--- src/hdl/altr_pkg.sv ---
// Package for the arc-length table block: request and result structs,
// controller command and status types, and fixed field widths. No dependencies.
package altr_pkg;

    // Table geometry and number formats.
    localparam int SEGMENTS    = 200;
    localparam int T_FRAC_BITS = 16;
    localparam int DIST_WIDTH  = 31;

    localparam int ModeW  = 2;
    localparam int IndexW = 8;
    localparam int FieldDistW = DIST_WIDTH;
    localparam int FieldTW = T_FRAC_BITS + 1;
    localparam int SignedDistW = 32;

    localparam logic [1:0] MODE_LOAD = 2'd0;
    localparam logic [1:0] MODE_T2D  = 2'd1;
    localparam logic [1:0] MODE_D2T  = 2'd2;
    localparam logic [1:0] MODE_ADV  = 2'd3;

    typedef struct packed {
        logic [ModeW-1:0]       mode;
        logic [IndexW-1:0]      entry_index;
        logic [FieldDistW-1:0]  entry_distance;
        logic [FieldTW-1:0]     param_t;
        logic signed [SignedDistW-1:0] distance;
    } request_t;

    typedef struct packed {
        logic                  status;
        logic [FieldTW-1:0]    result_t;
        logic [FieldDistW-1:0] result_distance;
    } result_t;

    // Datapath operation selected by the controller in each cycle.
    typedef enum logic [3:0] {
        OP_NONE  = 4'd0,
        OP_CAPT  = 4'd1,   // capture request, issue first read
        OP_T2DA  = 4'd2,   // latch D[i], read D[i+1]
        OP_T2DB  = 4'd3,   // latch D[i+1], form interpolation
        OP_ADDD  = 4'd4,   // form query distance, read D[SEGMENTS]
        OP_CHKE  = 4'd5,   // compare against end entry
        OP_SRCH  = 4'd6,   // one binary search phase (read or compare)
        OP_BRKA  = 4'd7,   // read D[is]
        OP_BRKB  = 4'd8,   // latch D[is], read D[ie]
        OP_BRKC  = 4'd9,   // latch D[ie], form num and den
        OP_DIVP  = 4'd10,  // form dividend and divisor
        OP_DIVS  = 4'd11,  // one divider step
        OP_MULB  = 4'd12   // second interpolation product stage
    } dp_op_t;

    typedef struct packed {
        logic search_done;
        logic div_done;
        logic end_hit;
        logic low_hit;
    } dp_status_t;

endpackage

--- src/hdl/altr_ctrl.sv ---
// Controller state machine of the arc-length table block.
// Depends on altr_pkg for command and status types.
module altr_ctrl
(
    input  logic                   clk,
    input  logic                   rst_n,
    input  logic                   start,
    input  logic [1:0]             req_mode,
    input  logic                   loaded,
    input  altr_pkg::dp_status_t   dp_status,
    output altr_pkg::dp_op_t       dp_op,
    output logic                   busy,
    output logic                   done
);
    import altr_pkg::*;

    typedef enum logic [12:0] {
        S_IDLE = 13'b0000000000001,
        S_CAPT = 13'b0000000000010,
        S_T2DA = 13'b0000000000100,
        S_T2DB = 13'b0000000001000,
        S_MULB = 13'b0000000010000,
        S_ADDD = 13'b0000000100000,
        S_CHKE = 13'b0000001000000,
        S_SRCH = 13'b0000010000000,
        S_BRKA = 13'b0000100000000,
        S_BRKB = 13'b0001000000000,
        S_BRKC = 13'b0010000000000,
        S_DIVP = 13'b0100000000000,
        S_DIVS = 13'b1000000000000
    } state_t;

    state_t state_reg, state_next;
    logic   done_next;
    logic [1:0] mode_reg, mode_next;

    // State register.
    always_ff @(posedge clk or negedge rst_n)
    begin
        if (!rst_n)
        begin
            state_reg <= S_IDLE;
            done      <= 1'b0;
            mode_reg  <= MODE_LOAD;
        end
        else
        begin
            state_reg <= state_next;
            done      <= done_next;
            mode_reg  <= mode_next;
        end
    end

    // Next state and datapath command.
    always_comb
    begin
        state_next = state_reg;
        done_next  = 1'b0;
        mode_next  = mode_reg;
        dp_op      = OP_NONE;
        unique case (state_reg)
            S_IDLE:
            begin
                if (start)
                begin
                    dp_op      = OP_CAPT;
                    mode_next  = req_mode;
                    if (req_mode == MODE_LOAD || !loaded)
                        done_next = 1'b1;
                    else if (req_mode == MODE_D2T)
                        state_next = S_ADDD;
                    else
                        state_next = S_T2DA;
                end
            end
            S_CAPT:
                state_next = S_IDLE;
            S_T2DA:
            begin
                dp_op      = OP_T2DA;
                state_next = S_T2DB;
            end
            S_T2DB:
            begin
                dp_op      = OP_T2DB;
                state_next = S_MULB;
            end
            S_MULB:
            begin
                dp_op = OP_MULB;
                if (mode_reg == MODE_T2D)
                begin
                    done_next  = 1'b1;
                    state_next = S_IDLE;
                end
                else
                    state_next = S_ADDD;
            end
            S_ADDD:
            begin
                dp_op      = OP_ADDD;
                state_next = S_CHKE;
            end
            S_CHKE:
            begin
                dp_op = OP_CHKE;
                if (dp_status.low_hit || dp_status.end_hit)
                begin
                    done_next  = 1'b1;
                    state_next = S_IDLE;
                end
                else
                    state_next = S_SRCH;
            end
            S_SRCH:
            begin
                dp_op = OP_SRCH;
                if (dp_status.search_done)
                    state_next = S_BRKA;
            end
            S_BRKA:
            begin
                dp_op      = OP_BRKA;
                state_next = S_BRKB;
            end
            S_BRKB:
            begin
                dp_op      = OP_BRKB;
                state_next = S_BRKC;
            end
            S_BRKC:
            begin
                dp_op      = OP_BRKC;
                state_next = S_DIVP;
            end
            S_DIVP:
            begin
                dp_op      = OP_DIVP;
                state_next = S_DIVS;
            end
            S_DIVS:
            begin
                dp_op = OP_DIVS;
                if (dp_status.div_done)
                begin
                    done_next  = 1'b1;
                    state_next = S_IDLE;
                end
            end
            default:
                state_next = S_IDLE;
        endcase
    end

    assign busy = (state_reg != S_IDLE) || done;

`ifndef SYNTHESIS
    a_onehot: assert property (@(posedge clk) disable iff (!rst_n) $onehot(state_reg))
        else $error("controller state not one-hot");
    a_done_idle: assert property (@(posedge clk) disable iff (!rst_n)
        done |-> state_reg == S_IDLE)
        else $error("done raised outside idle");
    a_done_pulse: assert property (@(posedge clk) disable iff (!rst_n)
        done |=> !done)
        else $error("done held for more than one cycle");
`endif

endmodule

--- config.mk ---
export PLATFORM = sky130hd
export DESIGN_NAME = altr_ctrl
export DESIGN_NICKNAME = d
export VERILOG_FILES = /design/src/hdl/altr_pkg.sv /design/src/hdl/altr_ctrl.sv
export SDC_FILE = /design/constraint.sdc
export NUM_CORES = 1
export LEC_CHECK = 0
export BUFFER_PORTS_ARGS = -buffer_cell sky130_fd_sc_hd__buf_2
export CORE_ASPECT_RATIO = 0.75
export CORE_MARGIN = 1.5
export CORE_UTILIZATION = 50
export CTS_CLUSTER_DIAMETER = 30
export CTS_CLUSTER_SIZE = 8
export DETAILED_ROUTE_END_ITERATION = 6
export MAX_ROUTING_LAYER = met4
export PLACE_DENSITY = 0.77
export SLEW_MARGIN = 20
export SYNTH_ARGS = -nofsm -noshare
export SYNTH_HDL_FRONTEND = slang
export SYNTH_SLANG_ARGS = --single-unit
--- constraint.sdc ---
create_clock -name clk -period 5.92 [get_ports clk]
set_clock_uncertainty 0.1 [all_clocks]
set_input_delay 0.296 -clock clk [delete_from_list [all_inputs] [get_ports clk]]
set_output_delay 0.296 -clock clk [all_outputs]
set_load 0.005 [all_outputs]
==> results.json <==
{
  "outcome": "completed",
  "die_height_um": 40.19,
  "ctsRootBufferMaster": "clkbuf_4",
  "path_cells": "nor4_4 -> nand3_1 -> nor3b_2 -> nor3_1 -> or3b_2 -> buf_2",
  "drtIter0Drc": 18,
  "crit_path_end_kind": "output pin",
  "p_leak_nw": 0.5099,
  "fin_nets": 123,
  "syn_avg_cell_area_um2": 9.915,
  "worstMarginPinSlew_ns": 0.4143,
  "hold_path_class": "input pin to register",
  "p_per_area_nw_per_um2": 365.6,
  "max_slew_margin_pct": 71.99,
  "via_count": 793,
  "min_period_ns": 2.620,
  "ys_seq_area_share_pct": 40.84,
  "maxCapViolations": 0,
  "ant_nets": 0,
  "area_growth_pct": 14.52,
  "coreArea_um2": 1740,
  "p_int_uw": 237.7,
  "critPathMaxStageDelay_ns": 0.46,
  "antenna_found_initial": 0,
  "synthesis.area_um2": 922.1,
  "rsz0062_at_grt": "false",
  "final.fill_count": 145,
  "clk_pin_slew_ns": 0.09,
  "drive_gt1_share_pct": 26.79,
  "reg2reg_depth": 5,
  "hold-path-cell-count": 2,
  "grt_util_all_layers_pct": 24.19,
  "multi_input_area_um2": 525.5,
  "cts_made_buffers": 3,
  "path_class": "register to output pin",
  "ys_ff_latch": 15,
  "ios": 16,
  "min_from": "dp_status[3]",
  "worst-path-max-fanout": 6,
  "io_buffers": 15,
  "startpoint": "state_reg[5]",
  "grt_max_degree": 16,
  "routabilityCongestion": 0.9615,
  "cts_tree": "yes",
  "largest_reg_flops": 12,
  "drt_first_pass_iters": 5,
  "swShare_pct": 38.43,
  "clk_latency_ns": 0.28,
  "setup_viol": 0,
  "r2r_end": "mode_reg[1]",
  "path_delay_family": "simple AND/OR/NAND/NOR gates",
  "p_seq_share_pct": 39.8,
  "ff_latch_area_um2": 376.6,
  "critPathSlowestCell": "dfrtp_1",
  "synth_cells": 93,
  "grt_pass1_vias": 685,
  "crit_path_start_kind": "register",
  "fmaxAchievable_mhz": 381.6,
  "hold_viol": 0,
  "die_area_um2": 2114,
  "power_switching_uw": 148.4,
  "grt_overflow": 0,
  "holdWs_ns": 0.09972,
  "start_util_pct": 52.98,
  "syn-num-nets": 103,
  "fin_setup_tns_ns": 0,
  "fin_crit_sh_pct": 44.26,
  "fp-row-count": 13,
  "via_per_inst": 5.918,
  "clock_path_buffers": 2,
  "cp.required_ns": 5.52,
  "avgRoutedWirePerCell_um": 16.46,
  "cts.sinks": 15,
  "reg2reg_slack_ns": 3.72,
  "drc_errors": 0,
  "min_to": "state_reg[7]",
  "path_buf_inv": 1,
  "ir_worst_vdd_mv": 0.2516,
  "cts_setup_buffers": 0,
  "htree_levels": 1,
  "die_w_um": 52.59,
  "antenna_cells_inserted": 0,
  "yosysWarnings": 0,
  "r2r-start": "state_reg[10]",
  "crit_arrival_ns": 2.22,
  "cts_resized": 0,
  "wl_um": 2206,
  "drv_slew": 0,
  "synth_cell_types": 36,
  "grt_pass1_wl_um": 3298,
  "place_hpwl_um": 1682,
  "p_comb_share_pct": 45.2,
  "pwr-share-clk_pct": 15.1
}
[Yosys cell counts, drive strengths merged]
cell | instances | area share, %
dfstp | 1 | 2.8
o2111ai | 1 | 0.95
and2 | 1 | 0.68
dfrtp | 14 | 38
o31a | 1 | 0.95
nand4b | 1 | 0.95
o32ai | 1 | 0.95
a32oi | 1 | 0.95
nor4 | 6 | 11
o21ai | 7 | 3.8
nor2 | 10 | 4.1
nor2b | 1 | 0.68
a21oi | 3 | 1.6
nor3 | 4 | 2.2
nand3 | 3 | 1.6
nand3b | 1 | 0.81
nand4 | 2 | 1.4
mux2 | 2 | 3.3
o21a | 1 | 0.81
nor4b | 3 | 2.8
or3b | 1 | 0.95
inv | 4 | 1.6
nand2b | 5 | 3.4
a221o | 1 | 1.2
or2b | 1 | 0.81
or3 | 1 | 0.68
nand2 | 6 | 3.0
a211oi | 1 | 0.81
and3 | 2 | 1.4
o22ai | 1 | 0.68
nor3b | 2 | 2.2
clkbuf | 1 | 0.54
xor2 | 3 | 2.8
[how the worst max path moves through the flow]
stage | endpoint | slack (ns) | cells past startpoint
after global placement | dp_op[1] | 3.64 | 6
after detailed placement | dp_op[1] | 3.63 | 6
final | dp_op[1] | 3.30 | 6
after global routing | dp_op[1] | 3.18 | 6
after floorplan | dp_op[1] | 3.93 | 6
after CTS | dp_op[1] | 3.30 | 6
[cells in the final DEF (no fill, tap or decap), drive strengths merged, types with 3 or more instances in the layout]
cell	synthesis	final
clkbuf	1	4
nor4	6	6
nand2	6	6
buf	0	15
nand3	3	3
nand2b	5	5
xor2	3	3
inv	4	4
a21oi	3	3
nor2	10	10
dfrtp	14	14
nor4b	3	3
nor3	4	4
o21ai	7	7
[cell families after synthesis]
group / count (synthesis) / share of synthesized area, %
AOI/OAI and AO/OA: 18 / 12.76
xor gates and xnor gates: 3 / 2.850
buffers and inverters: 5 / 2.170
DFF: 15 / 40.84
muxes: 2 / 3.257
and+or+nand+nor: 50 / 38.13
[what timing repair did]
item	CTS	global route
hold buffers	1	0
hold endpoints to repair	14	0
setup endpoints to repair	0	0
[per-stage QoR]
stage,worst slack (ns),utilization [%],power [mW],std cells,area [µm²]
global route,3.177,60.68,0.4121,134,1056
CTS,3.302,60.68,0.3873,134,1056
finish,3.300,60.68,0.3860,134,1056
floorplan,3.932,-,0.2787,93,922.1
detailed placement,3.628,58.59,0.3268,129,1020
global placement,3.639,58.59,0.3217,129,1020
[area by class of cell]
| type | count | share of cell area, % |
|---|---|---|
| Sequential cell | 15 | 35.66 |
| Timing Repair Buffer | 16 | 8.057 |
| Clock buffer | 4 | 2.488 |
| Multi-Input combinational cell | 73 | 49.76 |
| Tap cell | 22 | 2.607 |
| Inverter | 4 | 1.422 |
[power by group through the flow]
stage	Sequential (mW)	Clock (mW)	Combinational [mW]
3_3_place_gp	0.153	0	0.169
6_report	0.153	0.0582	0.174
3_5_place_dp	0.155	0	0.172
5_1_grt	0.157	0.0642	0.191
2_1_floorplan	0.146	0	0.133
4_1_cts	0.153	0.0605	0.174
[worst reg2reg max path: stages (launching register included)]
cell and delay, ns:
dfrtp_1 0.47, nor4_4 0.47, nand2_2 0.17, nor4_4 0.39
nand2_2 0.17, mux2_4 0.33
[layer usage]
metal | routed length [µm] | track usage, %
met5 | 0 | -
met1 | 1027 | 33.02
met2 | 1004 | 35.94
met3 | 160 | 5.597
met4 | 13 | 7.692
(Power assumes the default switching activity.)
